<file path="src/hw/rtl/qps_pkg.sv">
// ----------------------------------------------------------------------------
// qps_pkg
// Shared widths, codes and types of the quadrature position sampler.
// ----------------------------------------------------------------------------
package qps_pkg;

  // Sizes
  localparam int FIFO_DEPTH  = 16;
  localparam int COUNT_WIDTH = 16;
  localparam int TICK_W      = 16;
  localparam int ADDR_W      = $clog2(FIFO_DEPTH);
  localparam int PTR_W       = ADDR_W + 1;
  localparam int FILL_W      = 5;
  localparam int MODE_W      = 2;
  localparam int CFG_IDX_W   = 1;
  localparam int CFG_DATA_W  = 16;

  // Item modes
  localparam logic [MODE_W-1:0] MODE_EDGE = 2'd0;
  localparam logic [MODE_W-1:0] MODE_TICK = 2'd1;
  localparam logic [MODE_W-1:0] MODE_READ = 2'd2;

  // Register indexes
  localparam logic [CFG_IDX_W-1:0] REG_SAMPLE_TOP = 1'd0;
  localparam logic [CFG_IDX_W-1:0] REG_START_POS  = 1'd1;

  // Register reset values
  localparam logic [TICK_W-1:0]      TOP_RESET   = 16'd9999;
  localparam logic [COUNT_WIDTH-1:0] START_RESET = 16'd32768;

  // Sample store write and read request
  typedef struct packed {
    logic                   we;
    logic [ADDR_W-1:0]      waddr;
    logic [COUNT_WIDTH-1:0] wdata;
    logic                   re;
    logic [ADDR_W-1:0]      raddr;
  } ram_req_t;

  // Result fields known at accept time (sample value follows from the store)
  typedef struct packed {
    logic                   sample_valid;
    logic [FILL_W-1:0]      fifo_fill;
    logic                   sample_dropped;
    logic [COUNT_WIDTH-1:0] current_position;
  } result_t;

endpackage

</file>
<file path="src/hw/rtl/qps_if.sv">
// ----------------------------------------------------------------------------
// qps_cmd_if / qps_result_if
// Valid/ready channels for command items and result items.
// ----------------------------------------------------------------------------
interface qps_cmd_if;
  import qps_pkg::*;
  logic              valid;
  logic              ready;
  logic [MODE_W-1:0] mode;
  logic              level_a;
  logic              level_b;

  modport source (output valid, output mode, output level_a, output level_b, input ready);
  modport sink   (input valid, input mode, input level_a, input level_b, output ready);
endinterface

interface qps_result_if;
  import qps_pkg::*;
  logic                   valid;
  logic                   ready;
  logic [COUNT_WIDTH-1:0] sample_value;
  logic                   sample_valid;
  logic [FILL_W-1:0]      fifo_fill;
  logic                   sample_dropped;
  logic [COUNT_WIDTH-1:0] current_position;

  modport source (output valid, output sample_value, output sample_valid, output fifo_fill,
                  output sample_dropped, output current_position, input ready);
  modport sink   (input valid, input sample_value, input sample_valid, input fifo_fill,
                  input sample_dropped, input current_position, output ready);
endinterface

</file>
<file path="src/hw/rtl/qps_sample_ram.sv">
// ----------------------------------------------------------------------------
// qps_sample_ram
// Snapshot store: one write port, one read port, registered read data.
// ----------------------------------------------------------------------------
module qps_sample_ram
  import qps_pkg::*;
(
  input  logic                   clk,
  input  ram_req_t               req,
  output logic [COUNT_WIDTH-1:0] rdata
);

  logic [COUNT_WIDTH-1:0] mem [FIFO_DEPTH];

  // write port
  always_ff @(posedge clk) begin
    if (req.we) begin
      mem[req.waddr] <= req.wdata;
    end
  end

  // read port, data held until the next read
  always_ff @(posedge clk) begin
    if (req.re) begin
      rdata <= mem[req.raddr];
    end
  end

endmodule

</file>
<file path="src/hw/rtl/qps_core.sv">
// ----------------------------------------------------------------------------
// qps_core
// Position counter, tick timer, FIFO pointers and configuration registers.
// Issues the store write (snapshot) or read (pop) for each accepted item.
// ----------------------------------------------------------------------------
module qps_core
  import qps_pkg::*;
(
  input  logic                  clk,
  input  logic                  rst,
  input  logic                  accept,
  input  logic [MODE_W-1:0]     mode,
  input  logic                  level_a,
  input  logic                  level_b,
  input  logic                  cfg_we,
  input  logic [CFG_IDX_W-1:0]  cfg_index,
  input  logic [CFG_DATA_W-1:0] cfg_data,
  output ram_req_t              ram_req,
  output result_t               res
);

  localparam logic [PTR_W-1:0] DEPTH_P = PTR_W'(FIFO_DEPTH);

  logic [COUNT_WIDTH-1:0] position, position_next;
  logic [TICK_W-1:0]      tick, tick_next;
  logic [PTR_W-1:0]       wr_ptr, wr_ptr_next;
  logic [PTR_W-1:0]       rd_ptr, rd_ptr_next;
  logic [TICK_W-1:0]      sample_top;
  logic [PTR_W-1:0]       fill, fill_next;
  logic                   dropped;
  logic                   popped;
  logic                   preset;

  assign fill   = wr_ptr - rd_ptr;
  assign preset = cfg_we && (cfg_index == REG_START_POS);

  // next state for one item
  always_comb begin
    position_next = position;
    tick_next     = tick;
    wr_ptr_next   = wr_ptr;
    rd_ptr_next   = rd_ptr;
    dropped       = 1'b0;
    popped        = 1'b0;
    ram_req.we    = 1'b0;
    ram_req.waddr = wr_ptr[ADDR_W-1:0];
    ram_req.wdata = position;
    ram_req.re    = 1'b0;
    ram_req.raddr = rd_ptr[ADDR_W-1:0];
    case (mode)
      MODE_EDGE: begin
        if (level_a != level_b) position_next = position + 1'b1;
        else                    position_next = position - 1'b1;
      end
      MODE_TICK: begin
        if (tick == sample_top) begin
          tick_next = '0;
          if (fill >= DEPTH_P) begin
            dropped = 1'b1;
          end else begin
            ram_req.we  = accept;
            wr_ptr_next = wr_ptr + 1'b1;
          end
        end else begin
          tick_next = tick + 1'b1;
        end
      end
      MODE_READ: begin
        if (fill != '0) begin
          popped      = 1'b1;
          ram_req.re  = accept;
          rd_ptr_next = rd_ptr + 1'b1;
        end
      end
      default: begin
      end
    endcase
    fill_next            = wr_ptr_next - rd_ptr_next;
    res.sample_valid     = popped;
    res.fifo_fill        = FILL_W'(fill_next);
    res.sample_dropped   = dropped;
    res.current_position = position_next;
  end

  // state update; configuration writes must only arrive while idle (kept by the user, unchecked here)
  always_ff @(posedge clk) begin
    if (rst) begin
      position   <= START_RESET;
      tick       <= '0;
      wr_ptr     <= '0;
      rd_ptr     <= '0;
      sample_top <= TOP_RESET;
    end else begin
      // writing start_position presets the counter
      if (preset) begin
        position <= COUNT_WIDTH'(cfg_data);
      end else if (accept) begin
        position <= position_next;
      end
      if (accept) begin
        tick   <= tick_next;
        wr_ptr <= wr_ptr_next;
        rd_ptr <= rd_ptr_next;
      end
      if (cfg_we && (cfg_index == REG_SAMPLE_TOP)) begin
        sample_top <= TICK_W'(cfg_data);
      end
    end
  end

endmodule

</file>
<file path="src/hw/rtl/quadrature_position_sampler_fifo_unit.sv">
// ----------------------------------------------------------------------------
// quadrature_position_sampler_fifo_unit
// 2x quadrature position counter with timed snapshots into a sample FIFO.
// ----------------------------------------------------------------------------
// Usage:
//   cmd carries one item per handshake: mode 0 is a channel A edge with the
//   A and B levels, mode 1 a timer tick, mode 2 a request for the oldest
//   snapshot; mode 3 changes nothing.
//   result returns one item per command: popped sample and its valid flag,
//   FIFO fill, drop flag and the position after the command.
//   The result is valid the cycle after the command is accepted. Throughput
//   is one item per cycle while result is not stalled; counters and pointers
//   update on accept and the snapshot store is read on its one read port at
//   accept time, its registered data driving the sample field.
//   When result is stalled, cmd.ready drops once the result register is
//   full, and both the result and the store read data hold until taken.
//   Reset (rst, synchronous) empties the FIFO, clears the tick counter,
//   sets sample_top to 9999 and the position to 32768.
//   cfg_we/cfg_index/cfg_data write the registers; the user must do so only
//   while idle, unchecked; writing start_position presets the position counter.
// ----------------------------------------------------------------------------
module quadrature_position_sampler_fifo_unit
  import qps_pkg::*;
(
  input  logic                  clk,
  input  logic                  rst,
  qps_cmd_if.sink               cmd,
  qps_result_if.source          result,
  input  logic                  cfg_we,
  input  logic [CFG_IDX_W-1:0]  cfg_index,
  input  logic [CFG_DATA_W-1:0] cfg_data
);

  logic                   accept;
  logic                   out_valid;
  ram_req_t               ram_req;
  result_t                res;
  result_t                res_q;
  logic [COUNT_WIDTH-1:0] rdata;

  assign cmd.ready = !out_valid || result.ready;
  assign accept    = cmd.valid && cmd.ready;

  qps_core u_core (
    .clk       (clk),
    .rst       (rst),
    .accept    (accept),
    .mode      (cmd.mode),
    .level_a   (cmd.level_a),
    .level_b   (cmd.level_b),
    .cfg_we    (cfg_we),
    .cfg_index (cfg_index),
    .cfg_data  (cfg_data),
    .ram_req   (ram_req),
    .res       (res)
  );

  qps_sample_ram u_ram (
    .clk   (clk),
    .req   (ram_req),
    .rdata (rdata)
  );

  // result register valid
  always_ff @(posedge clk) begin
    if (rst) begin
      out_valid <= 1'b0;
    end else if (accept) begin
      out_valid <= 1'b1;
    end else if (result.ready) begin
      out_valid <= 1'b0;
    end
  end

  // result payload
  always_ff @(posedge clk) begin
    if (accept) begin
      res_q <= res;
    end
  end

  assign result.valid            = out_valid;
  assign result.sample_value     = res_q.sample_valid ? rdata : '0;
  assign result.sample_valid     = res_q.sample_valid;
  assign result.fifo_fill        = res_q.fifo_fill;
  assign result.sample_dropped   = res_q.sample_dropped;
  assign result.current_position = res_q.current_position;

endmodule
</file>
<file path="src/flat_wrapper.sv">
// flat-port wrapper written by rule: the top's interface ports become plain ports
module quadrature_position_sampler_fifo_unit_flat import qps_pkg::*;
  (clk, rst, cfg_we, cfg_index, cfg_data, cmd_valid, cmd_mode, cmd_level_a, cmd_level_b, cmd_ready, result_valid, result_sample_value, result_sample_valid, result_fifo_fill, result_sample_dropped, result_current_position, result_ready);
  qps_cmd_if cmd_i ();
  qps_result_if result_i ();
  input  logic clk;
  input  logic rst;
  input  logic cfg_we;
  input  logic [CFG_IDX_W-1:0] cfg_index;
  input  logic [CFG_DATA_W-1:0] cfg_data;
  input wire logic [$bits(cmd_i.valid)-1:0] cmd_valid;
  input wire logic [$bits(cmd_i.mode)-1:0] cmd_mode;
  input wire logic [$bits(cmd_i.level_a)-1:0] cmd_level_a;
  input wire logic [$bits(cmd_i.level_b)-1:0] cmd_level_b;
  output wire logic [$bits(cmd_i.ready)-1:0] cmd_ready;
  output wire logic [$bits(result_i.valid)-1:0] result_valid;
  output wire logic [$bits(result_i.sample_value)-1:0] result_sample_value;
  output wire logic [$bits(result_i.sample_valid)-1:0] result_sample_valid;
  output wire logic [$bits(result_i.fifo_fill)-1:0] result_fifo_fill;
  output wire logic [$bits(result_i.sample_dropped)-1:0] result_sample_dropped;
  output wire logic [$bits(result_i.current_position)-1:0] result_current_position;
  input wire logic [$bits(result_i.ready)-1:0] result_ready;
  assign cmd_i.valid = cmd_valid;
  assign cmd_i.mode = cmd_mode;
  assign cmd_i.level_a = cmd_level_a;
  assign cmd_i.level_b = cmd_level_b;
  assign cmd_ready = cmd_i.ready;
  assign result_valid = result_i.valid;
  assign result_sample_value = result_i.sample_value;
  assign result_sample_valid = result_i.sample_valid;
  assign result_fifo_fill = result_i.fifo_fill;
  assign result_sample_dropped = result_i.sample_dropped;
  assign result_current_position = result_i.current_position;
  assign result_i.ready = result_ready;
  quadrature_position_sampler_fifo_unit u_core (.clk(clk), .rst(rst), .cmd(cmd_i), .result(result_i), .cfg_we(cfg_we), .cfg_index(cfg_index), .cfg_data(cfg_data));
endmodule
</file>
<file path="config.mk">
export PLATFORM = sky130hd
export DESIGN_NAME = quadrature_position_sampler_fifo_unit_flat
export DESIGN_NICKNAME = d
export VERILOG_FILES = /design/src/hw/rtl/qps_pkg.sv /design/src/hw/rtl/qps_if.sv /design/src/hw/rtl/qps_sample_ram.sv /design/src/hw/rtl/qps_core.sv /design/src/hw/rtl/quadrature_position_sampler_fifo_unit.sv /design/src/flat_wrapper.sv
export SDC_FILE = /design/constraint.sdc
export NUM_CORES = 1
export LEC_CHECK = 0
export ABC_AREA = 1
export ABC_CLOCK_PERIOD_IN_PS = 4100
export BUFFER_PORTS_ARGS = -buffer_cell sky130_fd_sc_hd__buf_4
export CORE_ASPECT_RATIO = 2
export CORE_MARGIN = 2
export CORE_UTILIZATION = 40
export CTS_CLUSTER_DIAMETER = 60
export DETAILED_ROUTE_END_ITERATION = 10
export GPL_ROUTABILITY_DRIVEN = 1
export HOLD_SLACK_MARGIN = 0.03
export SLEW_MARGIN = 20
export SYNTH_ARGS = -nofsm -noshare
export SYNTH_HDL_FRONTEND = slang
export SYNTH_HIERARCHICAL = 1
export SYNTH_SLANG_ARGS = --single-unit
</file>
<file path="constraint.sdc">
create_clock -name clk -period 4.1 [get_ports clk]
set_input_delay 0.615 -clock clk [delete_from_list [all_inputs] [get_ports clk]]
set_output_delay 0.615 -clock clk [all_outputs]
set_load 0.01 [all_outputs]
</file>
; Yosys cells after proc, flatten, opt, wreduce, memory -nomap -nowiden
; Memories as Yosys holds them, arrays and structs flattened. A register that Yosys moved wholly into a read port is not among the register bits.
; Index checks and enable logic that the tools add are counted.
[totals]
register_bits = 82
ramBits = 256
input_bits = 26
wordCells = 57
mem_count = 1
[classes]
addsub = 7
n_lt_le_gt_ge = 1
eq_ne = 4
muxes = 22
bitwise = 1
n_reduce_logical = 11
[memory_table]
columns = memory, words, width, read_ports, rd_ports_with_merged_regs, write_ports, line_no
row1 = u_core.u_ram.mem, 16, 16, 1, 1, 1, qps_sample_ram.sv:13  ; logic [COUNT_WIDTH-1:0] mem [FIFO_DEPTH];
[op_table]
columns = op, n
row1 = 16-bit two-way mux, 6
row2 = 16-bit by 1-bit adder with 16-bit output (second input constant), 2
row3 = 5-bit two-way mux, 5
row4 = 16-bit == test, 1
row5 = 16-bit by 1-bit subtractor with 16-bit output (second input constant), 1
row6 = 1-bit two-way mux, 11
row7 = 5-bit by 1-bit adder with 5-bit output (second input constant), 2
row8 = 5-bit subtractor, 2
row9 = 5-bit >= comparator (second input constant), 1
row10 = 5-bit nonzero test, 1
row11 = 2-bit AND reduction, 2
row12 = 2-bit nonzero test, 2
row13 = 1-bit logical AND, 3
row14 = 2-bit by 1-bit == test with 1-bit output (second input constant), 1
row15 = 2-bit == test (second input constant), 1
row16 = 2-bit logical NOT, 1
row17 = 1-bit logical NOT, 1
row18 = 1-bit logical OR, 1
row19 = 1-bit != test, 1
row20 = 1-bit NOT, 1

; Longest topological paths before layout
; Gate-level depths: netlist (run 1).
[depth]
word_depth = 8
depth_mapped = 21

; Cells and area by module
; Netlist (run 1), hierarchy kept.
[modules_own_cells]
columns = module, n_inst, cells_each, area_per_inst_um2
row1 = qps_sample_ram, 1, 1074, 11541.1
row2 = qps_core, 1, 709, 4519.3
row3 = quadrature_position_sampler_fifo_unit, 1, 63, 895.9

; Worst setup path after synthesis (run 1)
; Ideal clock, no wire load.
[synth_path]
path_kind = input port to flip-flop
start = input port cmd_valid
end = memory u_core.u_ram.mem[12][0] (enable)
setup_ns = 0.388
t_arrival_ns = 3.492
required_ns = 3.712
path_slack_ns = 0.220
cell_stages = 9
path_cell_list = inv_1 -> a21oi_1 -> buf_2 -> nand2_4 -> clkinv_2 -> nand2_1 -> nor2_2 -> nand3_1 -> nor2_1
[synth_rtl]
columns = item, line_no
row1 = "start, declared", flat_wrapper.sv:11  ; input wire logic [$bits(cmd_i.valid)-1:0] cmd_valid;
row2 = "end, declared", qps_sample_ram.sv:13

==> reports/results.ini, run 1 <==
[sta]
setup_ws_ns = 0.773
fin_crit_sh_pct = 81.1
setup_tns_ns = 0
finalWorstPathRequiredPeriod_ns = 3.33
fmax_mhz = 301
worstMarginPinSlew_ns = 1.04
skew_ns = 0.0190
hold_viol = 0
slew_viol_final = 0
setup_viol = 0
maxSlewHeadroom_pct = 30.5
grt_setup_unrepaired = false

[synth]
synth_enable_flop_cells = 295
synth_commonest_cells = 559 x nand2_1, 325 x inv_1, 295 x edfxtp_1
yosysSeqAreaShare_pct = 59.2
async_reset_ff_share_pct = 0
synth_top_area_share_pct = 52.2
synth.area.top_cells = edfxtp_1 52%, nand2_1 12%, inv_1 7.2%, dfxtp_1 7.0%, nand3_1 6.8%
synth_cell_types = 52
synth_most_common_cell = nand2_1
ys_seq_elements = 354
yosysTopAreaCell = edfxtp_1
synth_cells = 1846
avgSynthCellArea_sq_um = 9.19
synthFlopType = edfxtp_1
synth_nets = 1900
ys.warnings.count = 6
netlist_area_sq_mm = 0.0170

[placement]
dp_slack_ns = 0.816
portBuffers = 66
gp_congestion = 0.860
hpwl_mm = 30.4

[clock_tree]
cts_num_sinks = 354
cts_htree_levels = 1
clk_pin_slew_worst_paths_ns = 0.07
cts_tree = done
post-cts-setup-buffers = 0
clkLatencyLatePin_ns = 0.58
cts_buffer_depth = 3
root_buffer = clkbuf_16
cts_buffers = 31
ctsHoldBuffers = 0
cts.repair.resized = 0

[power]
swShare_pct = 25.1
power_density_mw_per_mm2 = 429
peakVddDrop_mv = 0.342
internal_power_mw = 6.16
power_switching_mw = 2.06
finalPower_mw = 8.22
leakage_nw = 8.45
pwr-share-seq_pct = 49.5
clockPowerShare_pct = 38.6
pwr-share-comb_pct = 11.8

[global_route]
globalRouteOverflowTotal = 0
grt_pass1_wl_mm = 68.5
busiest_layer = met2
grtUsageTotal_pct = 20.4
grt.met3_usage_pct = 1.96
grt_pass1_vias = 12500
met1_usage_pct = 20.8
antenna_found_initial = 0
grt_start_max_net_pins = 116
grtUsageMet2_pct = 40.4

[setup_path]
critPathArrivalTime_ns = 3.66
cp_slowest_cell = dfxtp_1
required_ns = 4.43
path_cells = inv_1, ha_1, inv_1, fa_1, nor2_1, nand3_1, a21oi_1, nand3_2, nand2_2, xor2_1, inv_1, ha_1, fa_1, inv_1, a31oi_1, nand3_1, nand2_1
start_kind = flip-flop
critPathMaxFanout = 8
criticalPathCategory = flip-flop to flip-flop
cpPeakStageDelay_ns = 0.47
end_kind = flip-flop
crit_top_cell = inv_1

[route]
routedWlPerCell_um = 18.1
dr_total_vias = 12400
drt_iter0_drc = 868
wl_mm = 44.8
drt_pass1_iterations = 5
vias_per_cell = 5.01
antenna_left = 0
drcViolationCount = 0

[final_layout]
num_antenna_cells = 0
drive_above_1_share_pct = 11.7
final_nets = 1962
nFillCells = 3946
synthToLayoutAreaGrowth_pct = 12.9

[die]
core_region_area_sq_mm = 0.0418
row_count = 106
die_y_um = 295
dieWidth_um = 150
die_area_sq_mm = 0.0442
start_util_pct = 40.6
io_pins = 67

[hold_path]
hp-class = input port to flip-flop

[run]
drv_cap = 0

[status]
outcome = completed

cell type report:
class / count / area (sq um) / area share [%]
clock buffer: 42 / 892 / 4.66
tap: 540 / 676 / 3.53
inverter: 334 / 1260 / 6.56
clock inverter: 16 / 220 / 1.15
sequential: 354 / 10000 / 52.5
timing repair buffer: 107 / 828 / 4.33
multi-input combinational: 1080 / 5230 / 27.3
flip-flops by register name, summed over array words and instances (netlist names), 5 cells and up:
| register | count |
|---|---|
| u_core/u_core/tick | 16 |
| u_core/u_core/position | 16 |
| u_core/u_ram/mem | 256 |
| u_core/u_ram/rdata | 16 |
| u_core/u_core/wr_ptr | 5 |
| u_core/result.fifo_fill | 5 |
| u_core/u_core/sample_top | 16 |
| u_core/u_core/rd_ptr | 5 |
| u_core/result.current_position | 16 |
cells by family (layout without fill, tap and decap cells):
logic type               count (synthesis)  in the layout  share of synthesized area [%]
AND/OR/NAND/NOR                        902            902                           22.8
buffers and inverters                  412            499                           10.2
flip-flops                             354            354                           59.2
AO/OA/AOI/OAI                          124            124                           4.18
adder cells (fa/ha/maj)                 28             28                           2.20
XOR/XNOR                                26             26                           1.34
power by group through the flow:
stage | Combinational (mW) | Clock, mW | Sequential [mW]
after floorplan | 0.640 | 0 | 4.14
after global placement | 0.962 | 0 | 4.15
after detailed placement | 0.976 | 0 | 4.15
after CTS | 0.980 | 3.23 | 4.07
after global routing | 1.08 | 3.35 | 4.08
final | 0.973 | 3.18 | 4.07
per-layer routing:
layer	routed length (um)	share of wire, %	up-vias
met5	0	0	-
met4	2080	4.6	0
met3	1770	4.0	109
met2	25200	56	329
met1	15800	35	5928
li1	-	-	6033
per-stage QoR:
step / hold slack [ns] / area [sq um] / std cells / util, %
floorplan: 0.444 / 17000 / 1846 / -
global placement: 0.459 / 18000 / 2415 / 43.2
detailed placement: 0.468 / 18000 / 2415 / 43.2
CTS: 0.250 / 19100 / 2473 / 45.8
global route: 0.280 / 19100 / 2473 / 45.8
finish: 0.268 / 19100 / 2473 / 45.8
cell usage in the layout (no fill, tap or decap), types with 3 or more instances in the layout:
cell type  instances
nor3_1             7
a21oi_1           46
nor2_4             4
nand2_1          559
clkbuf_8           5
ha_1              25
nor2_2            24
a31oi_1            9
inv_6              3
nand3_2            3
o21ai_0           36
bufinv_16          5
nand3b_1           3
o211ai_1           8
edfxtp_1         295
nand2_2           10
inv_1            325
fa_1               3
nor2_1            48
o21ai_1            4
a211oi_1           3
xnor2_1           10
dfxtp_1           57
buf_4            105
nand3_1          230
clkinv_2           7
clkbuf_16         32
o22ai_1            3
clkbuf_2           3
xor2_1            16
inv_2              7
critical path, delay by kind of cell, from the launching register on:
kind / cells / cell delay [ns]
simple gates: 6 / 0.59
flops: 1 / 0.47
compound gates: 2 / 0.25
xor+xnor: 1 / 0.22
buf+inv: 4 / 0.33
fa+ha+maj: 4 / 1.21
path summary, 6_finish.rpt:
check	slack (ns)	cells after the start	to	from
hold reg to reg	0.48	2	u_core/u_core/sample_top[15]$_SDFFE_PP0P_	u_core/u_core/sample_top[15]$_SDFFE_PP0P_
setup reg to reg	0.77	17	u_core/result.fifo_fill[4]$_DFFE_PP_	u_core/u_core/wr_ptr[0]$_SDFFE_PP0P_
setup / recovery	0.77	17	u_core/result.fifo_fill[4]$_DFFE_PP_	u_core/u_core/wr_ptr[0]$_SDFFE_PP0P_
hold / removal	0.27	3	u_core/u_core/sample_top[10]$_SDFFE_PP1P_	cfg_data[10]
(Power assumes the default switching activity.)
==> run 2: changes to the inputs <==
--- a/config.mk
+++ b/config.mk
@@ -6,7 +6,7 @@
 export NUM_CORES = 1
 export LEC_CHECK = 0
 export ABC_AREA = 1
-export ABC_CLOCK_PERIOD_IN_PS = 4100
+export ABC_CLOCK_PERIOD_IN_PS = 3400
 export BUFFER_PORTS_ARGS = -buffer_cell sky130_fd_sc_hd__buf_4
 export CORE_ASPECT_RATIO = 2
 export CORE_MARGIN = 2
==> constraint.sdc (replaced) <==
create_clock -name clk -period 3.4 [get_ports clk]
set_input_delay 0.51 -clock clk [delete_from_list [all_inputs] [get_ports clk]]
set_output_delay 0.51 -clock clk [all_outputs]
set_load 0.01 [all_outputs]
==> run 2 against run 1 <==
Setup slack got worse by 0.50 ns. Critical path depth stayed put. Cell area is 0.25% lower. Power is 16% higher. Critical endpoint unchanged. Largest power group unchanged.
==> reports/results.ini, run 2 (synthesis results as in run 1) <==
[die]
start_util_pct = 40.6  ; unchanged
row_count = 106  ; unchanged
die_area_sq_mm = 0.0442  ; unchanged
die_y_um = 295  ; unchanged
dieWidth_um = 150  ; unchanged
core_region_area_sq_mm = 0.0418  ; unchanged
io_pins = 67  ; unchanged

[setup_path]
ff2ff_path_depth = 17  ; unchanged
r2r_setup_slack_ns = 0.27  ; -0.50 ns
r2r_end = u_core/result.fifo_fill[4]$_DFFE_PP_
required_ns = 3.73  ; -0.70 ns
critPathMaxFanout = 5  ; -3
criticalPathCategory = flip-flop to flip-flop
end_kind = flip-flop
start_kind = flip-flop
critPathArrivalTime_ns = 3.46  ; -0.20 ns
r2r_start = u_core/u_core/wr_ptr[0]$_SDFFE_PP0P_

[global_route]
grt_pass1_vias = 12200  ; -2.3%
grt_pass1_wl_mm = 66.0  ; -3.7%
grtUsageTotal_pct = 19.7  ; -0.72 points
globalRouteOverflowTotal = 0  ; unchanged
grt_start_max_net_pins = 129  ; +11%
antenna_found_initial = 0  ; unchanged

[sta]
grt_setup_unrepaired = false
slew_viol_final = 0  ; unchanged
worstMarginPinSlew_ns = 1.02  ; -0.0209 ns
setup_viol = 0  ; unchanged
finalWorstPathRequiredPeriod_ns = 3.13  ; -0.201 ns
skew_ns = 0.0260  ; +0.00696 ns
maxSlewHeadroom_pct = 32.0  ; +1.5 points
setup_tns_ns = 0  ; unchanged
fmax_mhz = 320  ; +6.4%
hold_viol = 0  ; unchanged
fin_crit_sh_pct = 91.9  ; +11 points

[final_layout]
nFillCells = 3908  ; -0.96%
final_area_sq_mm = 0.0191  ; -0.25%
layout_common_cells = 559 x nand2_1, 325 x inv_1, 295 x edfxtp_1
multi_input_area_sq_mm = 0.00523  ; about the same
num_antenna_cells = 0  ; unchanged
utilization_pct = 45.7  ; -0.11 points
drive_above_1_share_pct = 11.9  ; +0.18 points
final_nets = 1976  ; +0.71%
largest_reg_flops = 256  ; unchanged
synthToLayoutAreaGrowth_pct = 12.6
seq_area_sq_mm = 0.0100  ; unchanged
layout_commonest_cell = nand2_1
regMostFlops = u_core/u_ram/mem

[clock_tree]
cts_buffers = 31  ; unchanged
post-cts-setup-buffers = 0  ; unchanged
clkLatencyLatePin_ns = 0.59  ; about the same
cts_tree = done
clk_pin_slew_worst_paths_ns = 0.07  ; about the same
cts_buffer_depth = 3  ; unchanged
ctsHoldBuffers = 0  ; unchanged
root_buffer = clkbuf_16
cts_num_sinks = 354  ; unchanged
cts_htree_levels = 1  ; unchanged
cts.repair.resized = 0  ; unchanged

[power]
power_density_mw_per_mm2 = 498  ; +16%
peakVddDrop_mv = 0.474  ; +38%
leakage_nw = 8.44  ; -0.17%
finalPower_mw = 9.51  ; +16%

[route]
dr_total_vias = 12200  ; -1.2%
vias_per_cell = 4.93  ; -1.7%
drt_iter0_drc = 782  ; -9.9%
drt_pass1_iterations = 5  ; unchanged
antenna_left = 0  ; unchanged
routedWlPerCell_um = 17.4  ; -4.1%
drcViolationCount = 0  ; unchanged
wl_mm = 43.2  ; -3.6%

[placement]
portBuffers = 66  ; unchanged
hpwl_mm = 29.2  ; -3.8%
gp_congestion = 0.883  ; +2.7%
postPlaceCellArea_sq_mm = 0.0181  ; +0.50%

[hold_path]
hp-class = input port to flip-flop
min_path_cells = 3  ; unchanged
holdPathEnd = u_core/u_core/sample_top[1]$_SDFFE_PP1P_
hp-start = cfg_data[1]

[run]
drv_cap = 0  ; unchanged

[status]
outcome = completed

[run 2: report_power, final]
part           internal (mW)  total [mW]  switching [mW]
Sequential              4.81        4.86          0.0538
Combinational          0.401        1.22           0.818
Clock                   1.84        3.42            1.59
Total                   7.05        9.51            2.46
[run 2: cell type report]
cell class,instances,area share (%)
clock buffer,37,4.18
clock inverter,20,0.897
inverter,334,6.58
multi-input combinational,1080,27.4
sequential,354,52.6
tap,540,3.54
timing repair buffer,121,4.82
[run 2: metrics by stage]
| stage | hold WS [ns] | worst slack [ns] | instances |
|---|---|---|---|
| 3_5_place_dp | 0.465 | 0.271 | 2429 |
| 5_1_grt | 0.149 | 0.00233 | 2486 |
| 2_1_floorplan | 0.444 | 0.119 | 1846 |
| 4_1_cts | 0.123 | 0.267 | 2486 |
| 6_report | 0.154 | 0.274 | 2486 |
| 3_3_place_gp | 0.459 | 0.281 | 2429 |
[run 2: worst max-delay path: stages, from the launching register on]
cell and delay (ns):
dfxtp_1 0.33, inv_1 0.06, ha_1 0.17, inv_1 0.09, fa_1 0.42, nor2_1 0.11, nand3_1 0.07, a21oi_1 0.17
nand3_2 0.15, nand2_2 0.12, xor2_1 0.19, inv_1 0.06, ha_1 0.21, fa_1 0.41, inv_1 0.07, a31oi_1 0.10
nand3_1 0.10, nand2_1 0.05
[run 2: how the worst max path moves through the flow]
stage	startpoint	endpoint	slack, ns	cells after the start
final	u_core/u_core/wr_ptr[0]$_SDFFE_PP0P_	u_core/result.fifo_fill[4]$_DFFE_PP_	0.27	17
after detailed placement	u_core/u_core/wr_ptr[0]$_SDFFE_PP0P_	u_core/result.fifo_fill[4]$_DFFE_PP_	0.27	17
after CTS	u_core/u_core/wr_ptr[0]$_SDFFE_PP0P_	u_core/result.fifo_fill[4]$_DFFE_PP_	0.27	17
after global placement	u_core/u_core/wr_ptr[0]$_SDFFE_PP0P_	u_core/result.fifo_fill[4]$_DFFE_PP_	0.28	17
after global routing	u_core/u_core/wr_ptr[0]$_SDFFE_PP0P_	u_core/result.fifo_fill[4]$_DFFE_PP_	0.002	18
after floorplan	result_ready	u_core/u_ram/mem[12][0]$_DFFE_PP_	0.12	9
[run 2: layer usage]
metal	wire (um)	part of all wire, %	vias to the layer above	track usage [%]
li1	-	-	6056	-
met1	15000	35	5831	19.4
met2	24300	56	269	39.2
met3	1670	3.9	92	2.28
met4	2230	5.2	0	10.1
met5	0	0	-	0
